<file path="config.mk">
export PLATFORM = sky130hd
export DESIGN_NAME = dwarf_encoded_value_decoder_top
export DESIGN_NICKNAME = d
export VERILOG_FILES = /design/src/rtl/dwev_pkg.sv /design/src/rtl/dwarf_encoded_value_decoder_top.sv /design/src/rtl/dwev_in_reg.sv /design/src/rtl/dwev_decode.sv /design/src/rtl/dwev_out_reg.sv
export VERILOG_INCLUDE_DIRS = /design/src /design/src/rtl
export SDC_FILE = /design/constraint.sdc
export NUM_CORES = 1
export LEC_CHECK = 0
export BUFFER_PORTS_ARGS = -buffer_cell sky130_fd_sc_hd__clkbuf_2
export CAP_MARGIN = 25
export CORE_MARGIN = 4
export CORE_UTILIZATION = 60
export CTS_BUF_LIST = sky130_fd_sc_hd__clkbuf_2
export DETAILED_ROUTE_END_ITERATION = 16
export PLACE_DENSITY_LB_ADDON = 0.15
export REMOVE_ABC_BUFFERS = 1
export SYNTH_ARGS = -nofsm -noshare
export SYNTH_HDL_FRONTEND = slang
export SYNTH_SLANG_ARGS = --single-unit
</file>
<file path="constraint.sdc">
create_clock -name clk -period 9.2 [get_ports clk]
set_clock_uncertainty 0.1 [all_clocks]
set_input_delay 1.84 -clock clk [delete_from_list [all_inputs] [get_ports clk]]
set_output_delay 1.84 -clock clk [all_outputs]
set_load 0.1 [all_outputs]
</file>
<file path="src/rtl/dwarf_encoded_value_decoder_top_defines.svh">
// Assertion macros shared by the decoder's top level.
`ifndef DWARF_ENCODED_VALUE_DECODER_TOP_DEFINES_SVH
`define DWARF_ENCODED_VALUE_DECODER_TOP_DEFINES_SVH

// Same-cycle implication, checked at every rising edge outside reset.
`define DWEV_ASSERT_IMPLY(label, clk, rst, ante, cons) \
  label: assert property (@(posedge clk) disable iff (rst) (ante) |-> (cons)) \
    else $error("implication check failed");

// Next-cycle implication, checked at every rising edge outside reset.
`define DWEV_ASSERT_NEXT(label, clk, rst, ante, cons) \
  label: assert property (@(posedge clk) disable iff (rst) (ante) |=> (cons)) \
    else $error("next-cycle check failed");

`endif

</file>
<file path="src/rtl/dwev_pkg.sv">
package dwev_pkg;

  // Input transaction: one byte of the encoded stream.
  typedef struct packed {
    logic [7:0]  data_byte;
    logic        first_byte;
    logic [7:0]  value_encoding;
    logic [63:0] byte_address;
  } item_t;

  // Result transaction: one decoded value.
  typedef struct packed {
    logic [63:0] decoded_value;
    logic [1:0]  status;
    logic        byte_consumed;
  } result_t;

  // Result status codes.
  typedef enum logic [1:0] {
    ST_OK              = 2'd0,
    ST_UNKNOWN_FORMAT  = 2'd1,
    ST_BAD_APPLICATION = 2'd2,
    ST_INDIRECT        = 2'd3
  } status_t;

  // Encoding byte that means the value is omitted.
  localparam logic [7:0] ENC_OMIT = 8'hFF;

  // Format codes (low nibble of the encoding).
  localparam logic [3:0] FMT_ABS8 = 4'h0;
  localparam logic [3:0] FMT_ULEB = 4'h1;
  localparam logic [3:0] FMT_U2   = 4'h2;
  localparam logic [3:0] FMT_U4   = 4'h3;
  localparam logic [3:0] FMT_U8   = 4'h4;
  localparam logic [3:0] FMT_SLEB = 4'h9;
  localparam logic [3:0] FMT_S2   = 4'hA;
  localparam logic [3:0] FMT_S4   = 4'hB;
  localparam logic [3:0] FMT_S8   = 4'hC;

  // Application codes (bits 6:4 of the encoding).
  localparam logic [2:0] APP_ABS   = 3'd0;
  localparam logic [2:0] APP_PCREL = 3'd1;

  localparam int ACC_W = 64;
  localparam int POS_W = 7;

  // Decoded properties of a format nibble.
  typedef struct packed {
    logic       known;
    logic       leb;
    logic [3:0] nbytes;
  } fmt_info_t;

  // Outcome of one decode step, handed to the result register.
  typedef struct packed {
    logic    emit;
    result_t result;
  } step_t;

  function automatic fmt_info_t fmt_info(input logic [3:0] fmt);
    fmt_info_t fi;
    fi = '0;
    case (fmt) inside
      FMT_ABS8, FMT_U8, FMT_S8: begin
        fi.known  = 1'b1;
        fi.nbytes = 4'd8;
      end
      FMT_U2, FMT_S2: begin
        fi.known  = 1'b1;
        fi.nbytes = 4'd2;
      end
      FMT_U4, FMT_S4: begin
        fi.known  = 1'b1;
        fi.nbytes = 4'd4;
      end
      FMT_ULEB, FMT_SLEB: begin
        fi.known = 1'b1;
        fi.leb   = 1'b1;
      end
      default: fi = '0;
    endcase
    return fi;
  endfunction

endpackage

</file>
<file path="src/rtl/dwarf_encoded_value_decoder_top.sv">
// Decoder for exception-header encoded values, one stream byte per transaction.
// Input channel (item_valid / item_stall / item): each transaction carries a
// byte, a first-byte flag, and on a first byte the encoding and its address.
// Output channel (result_valid / result_stall / result): the decoded value,
// a status code and a flag that tells whether the byte was used.
// A result appears on the byte that completes a value, or at once on a first
// byte whose encoding is omit, unknown or an unsupported application mode.
// The last byte of a value is loaded into the input register when accepted,
// and its result is then loaded from there into the result register.
// Throughput: one byte per cycle; the decode of a byte is a single pass of
// shift, sign fill and address add between those two registers.
// When the receiver stalls, the result register holds its transaction, the
// byte in the input register waits, and item_stall rises once both are full.
// Reset (rst, synchronous) empties both registers and leaves the decoder idle,
// so bytes without a first-byte flag are dropped until a new value begins.
`include "dwarf_encoded_value_decoder_top_defines.svh"

module dwarf_encoded_value_decoder_top import dwev_pkg::*; (
  input  logic    clk,
  input  logic    rst,
  input  logic    item_valid,
  output logic    item_stall,
  input  item_t   item,
  output logic    result_valid,
  input  logic    result_stall,
  output result_t result
);

  logic  held_valid;
  item_t held_item;
  logic  out_ready;
  logic  take;
  step_t step;
  logic  busy;
  logic  out_blocked;
  logic  unused_byte;
  logic  zero_ok;
  logic  rejected;

  // A held byte is processed when the result register has room.
  assign take = held_valid && out_ready;

  dwev_in_reg u_in_reg (
    .clk        (clk),
    .rst        (rst),
    .item_valid (item_valid),
    .item       (item),
    .take       (take),
    .item_stall (item_stall),
    .held_valid (held_valid),
    .held_item  (held_item)
  );

  dwev_decode u_decode (
    .clk  (clk),
    .rst  (rst),
    .take (take),
    .item (held_item),
    .step (step),
    .busy (busy)
  );

  dwev_out_reg u_out_reg (
    .clk          (clk),
    .rst          (rst),
    .load         (take && step.emit),
    .next_result  (step.result),
    .result_stall (result_stall),
    .result_valid (result_valid),
    .result       (result),
    .ready        (out_ready)
  );

  // Conditions watched by the checks below.
  assign out_blocked = result_valid && result_stall;
  assign unused_byte = result_valid && !result.byte_consumed;
  assign zero_ok     = (result.decoded_value == 64'd0) && (result.status == ST_OK);
  assign rejected    = take && held_item.first_byte && step.emit &&
                       (step.result.status inside {ST_UNKNOWN_FORMAT, ST_BAD_APPLICATION});

  // Both stages full with the receiver stalled must hold off the sender.
  `DWEV_ASSERT_IMPLY(a_backpressure, clk, rst, held_valid && out_blocked, item_stall)
  // Only an omitted value leaves its byte unused, and it always reads as zero.
  `DWEV_ASSERT_IMPLY(a_omit_zero, clk, rst, unused_byte, zero_ok)
  // A first byte that is rejected leaves the decoder idle.
  `DWEV_ASSERT_NEXT(a_reject_idle, clk, rst, rejected, !busy)

endmodule

</file>
<file path="src/rtl/dwev_in_reg.sv">
module dwev_in_reg import dwev_pkg::*; (
  input  logic  clk,
  input  logic  rst,
  input  logic  item_valid,
  input  item_t item,
  input  logic  take,
  output logic  item_stall,
  output logic  held_valid,
  output item_t held_item
);

  // The register can take a new transaction when empty or when its
  // current one moves on in this cycle.
  assign item_stall = held_valid && !take;

  always_ff @(posedge clk) begin
    if (rst) begin
      held_valid <= 1'b0;
    end else if (!item_stall) begin
      held_valid <= item_valid;
    end
  end

  always_ff @(posedge clk) begin
    if (item_valid && !item_stall) begin
      held_item <= item;
    end
  end

endmodule

</file>
<file path="src/rtl/dwev_decode.sv">
module dwev_decode import dwev_pkg::*; (
  input  logic  clk,
  input  logic  rst,
  input  logic  take,
  input  item_t item,
  output step_t step,
  output logic  busy
);

  logic [ACC_W-1:0] accumulator;
  logic [POS_W-1:0] bit_position;
  logic [7:0]       held_encoding;
  logic [63:0]      base_address;
  logic [3:0]       bytes_left;

  logic             omit;
  logic             app_ok;
  logic             start;
  logic             eff_busy;
  fmt_info_t        new_fi;
  fmt_info_t        cur_fi;
  logic [ACC_W-1:0] cur_acc;
  logic [POS_W-1:0] cur_pos;
  logic [7:0]       cur_enc;
  logic [63:0]      cur_base;
  logic [3:0]       cur_left;
  logic [ACC_W-1:0] byte_bits;
  logic             room;
  logic [ACC_W-1:0] acc_shift;
  logic [POS_W-1:0] pos_shift;
  logic [3:0]       left_dec;
  logic             done;
  logic             sign;
  logic [ACC_W-1:0] acc_fill;
  logic [63:0]      value;

  // Classify the encoding that comes with a first byte.
  always_comb begin
    new_fi = fmt_info(item.value_encoding[3:0]);
    omit   = item.first_byte && (item.value_encoding == ENC_OMIT);
    app_ok = (item.value_encoding[6:4] == APP_ABS) ||
             (item.value_encoding[6:4] == APP_PCREL);
    start  = item.first_byte && !omit && new_fi.known && app_ok;
    eff_busy = start || (!item.first_byte && busy);
  end

  // Working state: a fresh value starts from zero at this byte.
  always_comb begin
    cur_acc  = start ? '0 : accumulator;
    cur_pos  = start ? '0 : bit_position;
    cur_enc  = start ? item.value_encoding : held_encoding;
    cur_base = start ? item.byte_address : base_address;
    cur_left = start ? new_fi.nbytes : bytes_left;
    cur_fi   = fmt_info(cur_enc[3:0]);
  end

  // Shift the byte in, then apply sign fill once the value is complete.
  always_comb begin
    byte_bits = cur_fi.leb ? {{(ACC_W-7){1'b0}}, item.data_byte[6:0]}
                           : {{(ACC_W-8){1'b0}}, item.data_byte};
    room      = !cur_pos[POS_W-1];
    acc_shift = room ? (cur_acc | (byte_bits << cur_pos[POS_W-2:0])) : cur_acc;
    pos_shift = room ? (cur_pos + (cur_fi.leb ? POS_W'(7) : POS_W'(8))) : cur_pos;
    left_dec  = cur_left - 4'd1;
    done      = cur_fi.leb ? !item.data_byte[7] : (left_dec == 4'd0);
    // For fixed formats the top bit of the last byte is the sign bit.
    sign      = cur_enc[3] && !pos_shift[POS_W-1] &&
                (cur_fi.leb ? item.data_byte[6] : item.data_byte[7]);
    acc_fill  = sign ? (acc_shift | ({ACC_W{1'b1}} << pos_shift[POS_W-2:0]))
                     : acc_shift;
    value     = acc_fill + ((cur_enc[6:4] == APP_PCREL) ? cur_base : 64'd0);
  end

  // Result of this byte, if it completes or rejects a value.
  always_comb begin
    step = '0;
    if (omit) begin
      step.emit                 = 1'b1;
      step.result.status        = ST_OK;
      step.result.byte_consumed = 1'b0;
    end else if (item.first_byte && !new_fi.known) begin
      step.emit                 = 1'b1;
      step.result.status        = ST_UNKNOWN_FORMAT;
      step.result.byte_consumed = 1'b1;
    end else if (item.first_byte && !app_ok) begin
      step.emit                 = 1'b1;
      step.result.status        = ST_BAD_APPLICATION;
      step.result.byte_consumed = 1'b1;
    end else if (eff_busy && done) begin
      step.emit                 = 1'b1;
      step.result.decoded_value = value;
      step.result.status        = cur_enc[7] ? ST_INDIRECT : ST_OK;
      step.result.byte_consumed = 1'b1;
    end
  end

  // Decoder state advances once per processed transaction.
  always_ff @(posedge clk) begin
    if (rst) begin
      busy          <= 1'b0;
      accumulator   <= '0;
      bit_position  <= '0;
      held_encoding <= '0;
      base_address  <= '0;
      bytes_left    <= '0;
    end else if (take) begin
      if (item.first_byte && !start) begin
        busy <= 1'b0;
      end else if (eff_busy) begin
        busy          <= !done;
        accumulator   <= acc_shift;
        bit_position  <= pos_shift;
        held_encoding <= cur_enc;
        base_address  <= cur_base;
        bytes_left    <= cur_fi.leb ? cur_left : left_dec;
      end
    end
  end

endmodule

</file>
<file path="src/rtl/dwev_out_reg.sv">
module dwev_out_reg import dwev_pkg::*; (
  input  logic    clk,
  input  logic    rst,
  input  logic    load,
  input  result_t next_result,
  input  logic    result_stall,
  output logic    result_valid,
  output result_t result,
  output logic    ready
);

  // Free when empty or when the held transaction leaves this cycle.
  assign ready = !result_valid || !result_stall;

  always_ff @(posedge clk) begin
    if (rst) begin
      result_valid <= 1'b0;
    end else if (ready) begin
      result_valid <= load;
    end
  end

  always_ff @(posedge clk) begin
    if (ready && load) begin
      result <= next_result;
    end
  end

endmodule

</file>
## After elaboration in Yosys (flattened, before gate mapping)

Index checks and enable logic that the tools add are counted.

| cells by class | value |
|---|---|
| $add $sub $neg | 3 |
| equal/unequal tests | 19 |
| shift-type cells | 2 |
| muxes and demuxes | 34 |
| bitwise gates (word level) | 4 |
| reductions and logical operators | 48 |

Operator list:

| operator | count |
|---|---|
| two-way mux 64 bit | 5 |
| OR 64 bit | 2 |
| two-way mux 68 bit | 1 |
| adder 64 bit | 1 |
| << shifter 64 x 6 -> 64 bit | 1 |
| << shifter 64 x 6 -> 64 bit (first input constant) | 1 |
| == test 4 bit (second input constant) | 8 |
| two-way mux 4 bit | 5 |
| == test 4 x 2 -> 1 bit (second input constant) | 4 |
| logical AND 1 bit | 16 |
| two-way mux 8 bit | 2 |
| two-way mux 1 bit | 15 |
| two-way mux 7 bit | 2 |
| OR reduction 2 bit | 7 |
| logical NOT 1 bit | 12 |
| logical NOT 4 bit | 3 |
| == test 4 x 1 -> 1 bit (second input constant) | 2 |
| == test 4 x 3 -> 1 bit (second input constant) | 2 |
| == test 8 bit (second input constant) | 1 |
| adder 7 bit | 1 |
| == test 3 x 1 -> 1 bit (second input constant) | 2 |
| two-way mux 3 bit | 2 |
| OR reduction 3 bit | 2 |
| two-way mux 2 bit | 2 |
| 8 further kinds | 11 |

| storage, ports and cells | value |
|---|---|
| bits in registers | 298 |
| logic and storage cells | 126 |

## Longest topological paths before layout

Gate-level depths: netlist of run 1.

| depth | value |
|---|---|
| word-level depth | 29 |
| mapped depth | 31 |
| mapped depth without buffers | 28 |

## Cells and area by module

Synthesis of run 1 repeated with hierarchy kept, for this count alone.

| second synthesis, totals | value |
|---|---|
| cell total of the unflattened synthesis | 2050 |
| area total of the unflattened synthesis | 17210.3 um2 |

Modules (own cells, without submodules):

| module | times used | cells an instance | area each (um2) | sequential area each (um2) |
|---|---|---|---|---|
| dwev_decode | 1 | 1891 | 12664.6 | 2962.8 |
| dwev_in_reg | 1 | 85 | 2482.4 | 2452.4 |
| dwev_out_reg | 1 | 72 | 2050.7 | 2031.9 |
| dwarf_encoded_value_decoder_top | 1 | 2 | 12.5 | 0.0 |

## Worst setup path before layout of run 1

No wires, ideal clock.

| timing path | value |
|---|---|
| path kind | reg-to-reg |
| start | reg, netlist name u_in_reg.held_item[65] |
| end | reg, netlist name u_out_reg.result[0] |
| library setup time | 0.492 ns |
| data arrival time | 6.167 ns |
| path slack | 2.441 ns |
| stages on the path, launching flop included | 15 |
| buffers on the path | 5 |
| clock period less this slack | 6.759 ns |
| cell sequence | edfxtp_1 buf_2 or4b_1 nand3_1 buf_2 buf_1 clkbuf_1 buf_1 nand2_1 ha_1 xor2_1 a41oi_1 nor2_2 a21oi_1 nor2_1 |

| on the way | value |
|---|---|
| cells in the longest elaborated chain, start to end | 23 |
| elaborated cells between the ends (all ways) | 58 |
| those cells by class | add/sub (1); eq/ne (17); mux (18); reduce/logical (22) |

RTL lines:

| what | RTL line | RTL |
|---|---|---|
| == test 4 bit / == test 4 x 1 -> 1 bit (equally long branches) | dwev_decode.sv:39 | `new_fi = fmt_info(item.value_encoding[3:0]);` |
| OR reduction 2 bit | dwev_pkg.sv:63 | `case (fmt) inside` |
| two-way mux 1 bit (4 in a row) | dwev_pkg.sv:63 |  |
| logical AND 1 bit (2 in a row) | dwev_decode.sv:43 | `start = item.first_byte && !omit && new_fi.known && app_ok;` |
| two-way mux 8 bit | dwev_decode.sv:51 | `cur_enc = start ? item.value_encoding : held_encoding;` |
| == test 4 bit / == test 4 x 1 -> 1 bit (equally long branches) | dwev_decode.sv:54 | `cur_fi = fmt_info(cur_enc[3:0]);` |
| OR reduction 2 bit | -- |  |
| two-way mux 1 bit (4 in a row) | dwev_pkg.sv:63 |  |
| two-way mux 1 bit | dwev_decode.sv:65 | `done = cur_fi.leb ? !item.data_byte[7] : (left_dec == 4'd0);` |
| logical AND 1 bit | dwev_decode.sv:89 | `end else if (eff_busy && done) begin` |
| two-way mux 68 bit | dwev_decode.sv:89 |  |
| two-way mux 1 bit | dwev_decode.sv:85 | `end else if (item.first_byte && !app_ok) begin` |
| two-way mux 1 bit | dwev_decode.sv:81 | `end else if (item.first_byte && !new_fi.known) begin` |
| two-way mux 1 bit (*) | dwev_decode.sv:77 | `if (omit) begin` |
| logical AND 1 bit (*) | dwarf_encoded_value_decoder_top.sv:66 | `.load (take && step.emit),` |
| logical AND 1 bit (*) | dwev_out_reg.sv:24 | `if (ready && load) begin` |

Every way passes the cells marked *; elsewhere a longest branch is shown, timed or not.
A chain may end at the register's enable or synchronous reset.

## Final worst setup path of run 1

| timing path | value |
|---|---|
| start | reg, netlist name u_in_reg.held_item[72] |
| end | reg, netlist name u_out_reg.result[48] |

| on the way | value |
|---|---|
| cells in the longest elaborated chain, start to end | 20 |
| elaborated cells between the ends (all ways) | 55 |
| those cells by class | add/sub (3); eq/ne (9); shift (2); mux (17); bitwise (3); reduce/logical (21) |

RTL lines:

| what |
|---|
| parallel branches: the longest is 20 deep, another holds two-way mux 8 bit |

Parallel ways; which one is timed is not known.

==> out/results.ini, run 1 <==
[synthesis]
synth_cell_types=84
syn_inst=2039
synth-main-ff-cell=dfxtp_1
synth_top_area_frac=0.2578
synthTopCellsByArea=edfxtp_1, dfxtp_1, nand2_1
synth-edff-count=148
async_flop_share=0
synth_area_leader_cell=edfxtp_1
ys_seq_area_frac=0.4319
netlist_area_mm2=0.01724
yosys_warnings=0
ys_ff_latch=298
syn_avg_cell_area_um2=8.456

[finish]
fin_nets=2340
drive_gt1_frac=0.1597
utilization=0.6806
synthToLayoutAreaGrowth_pct=10.86

[outcome]
outcome=finished clean

[timing]
worst_slew_pin_slew_ns=1.091
fin_crit_ns=8.116
min_period_over_period=0.8822
timing.fmax_mhz=123.2
rsz0062_at_grt=no
slew_headroom=0.2668
finalHoldViolCount=0
finalWorstSetupSlack_ns=1.084
hold_ws_ns=0.3576
setup_viol=0
finalMaxSlewViolations=0

[cts]
cts.sinks=298
cts_buffers=80
cts_tree=built
clock_path_buffers=3
clk_latency_ns=0.94
htreeDepth=3
cts_resized=0
postCtsHoldBufs=0
clk_pin_slew_ns=0.10
clockRootBuffer=clkbuf_2
cts_setup_buffers=0

[detailed_routing]
drt-total-wl_mm=55.00
wire_per_inst_um=20.94
dr.pass1.iters=7
vias=16660
drt_iter0_drc=2178
viasPerCell=6.343
drc=0
antenna_left=0

[floorplan]
fp.dieW_um=177.5
coreArea_mm2=0.02809
start_util=0.6139
pin_count=154
die_y_um=177.5
rows=61
dieArea_mm2=0.03151

[global_routing]
overflow=0
antenna_found_initial=1
grt_max_degree=83
grtUsageTotal=0.3412
grt_pass1_vias=15630
grt_pass1_wl_mm=85.24

[setup_path]
cp.required_ns=9.73
worst-path-max-fanout=29
path_cells=nor3b_1 > nand3_4 > nand2_1 > clkinv_1 > ha_1 > nor2b_1 > o21ai_0 > a21oi_1 > or4b_1 > a21oi_1 > nand2_1 > nor2_2 > nand2_1 > o21ai_1 > ha_1 > a211oi_1 > o21bai_1 > o21ai_0 > a211oi_1 > o31ai_1 > o31ai_1 > o21ai_0 > xor2_1 > nor2_1
cp_top_family=compound AO/OA/AOI/OAI gates
path_class=flip-flop to flip-flop
crit_path_end_kind=flip-flop
path_depth=24
cp_slowest_cell=o31ai_1
worstRegToRegCells=24
start_kind=flip-flop
cp_num_buf_inv=1
arrival_ns=8.65
cpPeakStageDelay_ns=0.64

[run]
cap_violations=0

[power_and_ir_drop]
powerDensity_mw_per_mm2=142.7
leakage_uw=0.007318
irDropWorstVdd_mv=0.1136

[place]
io_buffers=153
pre_cts_ws_ns=1.293
hpwlAfterDp_mm=38.07
place_congestion=1.016

[min_path]
hold_class=flip-flop to flip-flop
worstHoldPathCells=2

## routing by layer
| layer | GRT usage | routed length, um | part of all wire | up-vias |
|---|---|---|---|---|
| li1 | - | - | - | 7723 |
| met3 | 0.06519 | 5399 | 0.098 | 170 |
| met2 | 0.5332 | 24710 | 0.45 | 976 |
| met5 | 0 | 0 | 0 | - |
| met1 | 0.4743 | 22880 | 0.42 | 7795 |
| met4 | 0.1267 | 2008 | 0.037 | 0 |
## sequential cells by signal (all words and copies together) (netlist names)
register                flops
u_decode.base_address      64
u_decode.accumulator       64
u_out_reg.result           67
u_out_reg.result_valid      1
u_decode.held_encoding      8
u_decode.busy               1
u_in_reg.held_item         81
u_decode.bit_position       7
u_decode.bytes_left         4
u_in_reg.held_valid         1
## kinds of logic (layout without fill, tap and decap cells)
kind of cell,after synthesis,in the layout,share of synthesized area
muxes,22,22,0.01473
adders and majority gates,71,71,0.05239
AOI/OAI and AO/OA,632,632,0.2347
and+or+nand+nor,792,792,0.2003
DFF,298,298,0.4319
buffers and inverters,169,378,0.03803
other,0,1,0
xor gates and xnor gates,55,55,0.02794
## final cells by class
cell class	count	area, um2
sequential	298	7447
clock inverter	23	166.4
tap	378	473.0
multi-input combinational	1572	9206
inverter	46	175.2
clock buffer	123	615.6
antenna	1	2.502
timing repair buffer	186	1028
fill	2416	8972
## final timing paths
check                              endpoint                       from  slack, ns
setup / recovery       u_out_reg.result[48]     u_in_reg.held_item[72]       1.08
hold / removal    u_decode.held_encoding[4]  u_decode.held_encoding[4]       0.36
setup reg to reg       u_out_reg.result[48]     u_in_reg.held_item[72]       1.08
hold reg to reg   u_decode.held_encoding[4]  u_decode.held_encoding[4]       0.36
## report_power, final
part	internal [uW]	switching (uW)	leakage, uW
clock	438	569	0.000598
combinational	64.4	208	0.00416
sequential	1430	21.0	0.00256
## stage by stage
stage / cells / total power (uW) / setup TNS, ns / cell area, um2
after detailed placement: 2479 / 1745 / 0 / 18310
after CTS: 2625 / 2744 / 0 / 19090
after global placement: 2479 / 1740 / 0 / 18310
final: 2627 / 2727 / 0 / 19110
after global routing: 2627 / 2839 / 0 / 19110
after floorplan: 1916 / 1654 / -31.77 / 16760
## tightest hold or removal path, cell delays in order, from the launching register on
cell and delay, ns:
dfxtp_1 0.31, nand2_1 0.05, a21oi_1 0.05
## synthesized netlist by cell type (14+ instances only)
cell type    n
ha_1        69
nand3_1     37
clkbuf_1   104
nand2b_1    14
edfxtp_1   148
dfxtp_1    150
nor3_1      23
or3_1       14
nand4_1     19
a22oi_1     56
nor2_1     201
inv_1       43
a211oi_1    23
a21oi_1    257
a221o_1     20
o21ai_0     88
and2_1      15
nand2_1    402
a21o_1      39
xnor2_1     26
xor2_1      29
mux2i_1     16
## placed cells by master (no fill, tap or decap), types with 9 or more instances in the layout
cell,count
a22oi_1,56
nor2_1,199
edfxtp_1,148
buf_4,33
o31ai_1,10
a221oi_1,13
nand3b_1,9
clkbuf_2,275
o211ai_1,9
and2_1,15
a31oi_1,13
nand3_1,35
nand2b_1,14
dfxtp_1,150
a221o_1,20
a21o_1,39
nand2_1,401
xnor2_1,26
nor3_1,23
o21a_1,11
mux2i_1,16
clkinv_1,17
and3_1,13
or3_1,14
o21ai_0,88
ha_1,69
o21ai_1,11
o21bai_1,11
a211oi_1,23
nor2b_1,11
inv_1,43
xor2_1,29
a21oi_1,256
nand4_1,19
Power figures use the tool's default switching activity.
==> inputs of run 2 (changes only) <==
clock period = 8.2 ns   (was 9.2 ns; I/O delays follow)
==> out/results.ini, run 2 (synthesis results as in run 1) <==
[finish]
final.fill_count=2384
utilization=0.6804
multiInputGateArea_mm2=0.009220
largest_reg_flops=81
fin_nets=2343
layout_commonest_cell=nand2_1
synthToLayoutAreaGrowth_pct=10.84
register_area_mm2=0.007447
drive_gt1_frac=0.1633
regMostFlops=u_in_reg.held_item
final_cell_mix=nand2_1, clkbuf_2, a21oi_1
top_regs=u_in_reg.held_item x81, u_out_reg.result x67
postLayoutCellArea_mm2=0.01911

[cts]
clockRootBuffer=clkbuf_2
htreeDepth=3
clk_pin_slew_ns=0.10
postCtsHoldBufs=0
cts_buffers=79
cts_tree=built
clock_path_buffers=3
cts.sinks=298
clk_latency_ns=0.94

[global_routing]
grt_pass1_vias=15510
grtUsageTotal=0.3397
grt_max_degree=146
overflow=0
grt_pass1_wl_mm=84.92
antenna_found_initial=1

[detailed_routing]
antenna_left=0
drc=0
drt_iter0_drc=2114
wire_per_inst_um=20.95
wl_met2_mm=24.99
drt-met1-wl_mm=23.43
drt-total-wl_mm=55.05
vias=16550
viasPerCell=6.298
met3WireLength_mm=4.873
dr.pass1.iters=8
dr.max_layer_used=met4

[setup_path]
path_class=flip-flop to flip-flop
cp_slowest_cell=o21ai_0
cpPeakStageDelay_ns=0.63
crit_path_end_kind=flip-flop
worst-r2r-setup-slack_ns=0.48
cp.required_ns=8.76
start_kind=flip-flop
worst-path-max-fanout=145
arrival_ns=8.28
cp_top_family=compound AO/OA/AOI/OAI gates
cp_num_buf_inv=3

[timing]
finalHoldViolCount=0
setup_viol=0
hold_ws_ns=0.3576
slew_headroom=0.2938
timing.fmax_mhz=129.6
worst_slew_pin_slew_ns=1.059
min_period_over_period=0.9412
finalMaxSlewViolations=0
fin_crit_ns=7.718
rsz0062_at_grt=no

[place]
placed_area_mm2=0.01835
io_buffers=153
hpwlAfterDp_mm=38.01
place_congestion=1.010

[floorplan]
pin_count=154
fp.dieW_um=177.5
rows=61
coreArea_mm2=0.02809
dieArea_mm2=0.03151
die_y_um=177.5
start_util=0.6139

[power_and_ir_drop]
leakage_uw=0.007319
powerDensity_mw_per_mm2=157.1
irDropWorstVdd_mv=0.1440
total_power_uw=3002

[outcome]
outcome=finished clean

[run]
cap_violations=0

[min_path]
hold_class=flip-flop to flip-flop

==> run 2: cell types whose count changed in the layout (fill, tap and decap cells not counted), moves of 2 or more <==
cell and change:
clkbuf_2 +7, clkinv_1 -5, buf_4 +3, inv_2 -3
bufinv_16 -2
==> run 2: through the flow <==
stage / setup slack (ns) / setup TNS, ns / instances
2_1_floorplan: -2.074 / -147.68 / 1916
3_3_place_gp: 0.9503 / 0 / 2483
3_5_place_dp: 0.5973 / 0 / 2483
4_1_cts: 0.5169 / 0 / 2625
5_1_grt: 0.03422 / 0 / 2627
6_report: 0.4823 / 0 / 2627
==> run 2: report_power, final <==
group          switching (uW)  internal (uW)
registers                24.0           1600
logic                     235           72.8
clock network             629            440
total                     888           2110
==> run 2: area by class of cell <==
cell class	instances	area share
Clock buffer	130	0.03404
Antenna cell	1	0.0001309
Inverter	46	0.009166
Multi-Input combinational cell	1572	0.4825
Clock inverter	12	0.003732
Sequential cell	298	0.3897
Timing Repair Buffer	190	0.05604
Tap cell	378	0.02475
==> run 2: path summary, 6_finish.rpt <==
path,from,depth (start not counted),endpoint
worst max-delay path,u_in_reg.held_item[65],25,u_out_reg.result[66]
worst min-delay path,u_decode.base_address[52],2,u_decode.base_address[52]
worst max register to register,u_in_reg.held_item[65],25,u_out_reg.result[66]
worst min register to register,u_decode.base_address[52],2,u_decode.base_address[52]
==> run 2: per-layer routing <==
| layer | track usage | up-vias |
|---|---|---|
| li1 | - | 7717 |
| met1 | 0.4776 | 7794 |
| met2 | 0.5258 | 897 |
| met3 | 0.06221 | 137 |
| met4 | 0.1273 | 0 |
| met5 | 0 | - |
==> run 2: repair_timing <==
| item | CTS | global route |
|---|---|---|
| setup endpoints to repair | 0 | 8 |
| resized for setup | 0 | 3 |
| hold endpoints to repair | 0 | 0 |
| buffers inserted | 0 | 0 |
==> run 2: worst register-to-register path, cell delays in order, from the launching register on <==
cell and delay [ns]:
edfxtp_1 0.56, or4b_1 0.61, nand3_4 0.12, buf_12 0.51
nand2_1 0.22, clkinv_1 0.18, ha_1 0.29, o21ai_0 0.13
a21oi_1 0.12, or4b_1 0.50, a21oi_1 0.32, nand2_1 0.18
nor2_2 0.35, nand2_1 0.17, o21ai_1 0.16, ha_1 0.25
a211oi_1 0.27, o21bai_1 0.15, o21ai_0 0.63, a211oi_1 0.28
o21ai_0 0.22, buf_4 0.14, nand2_1 0.16, a31oi_1 0.50
o21ai_0 0.20, mux2i_1 0.15
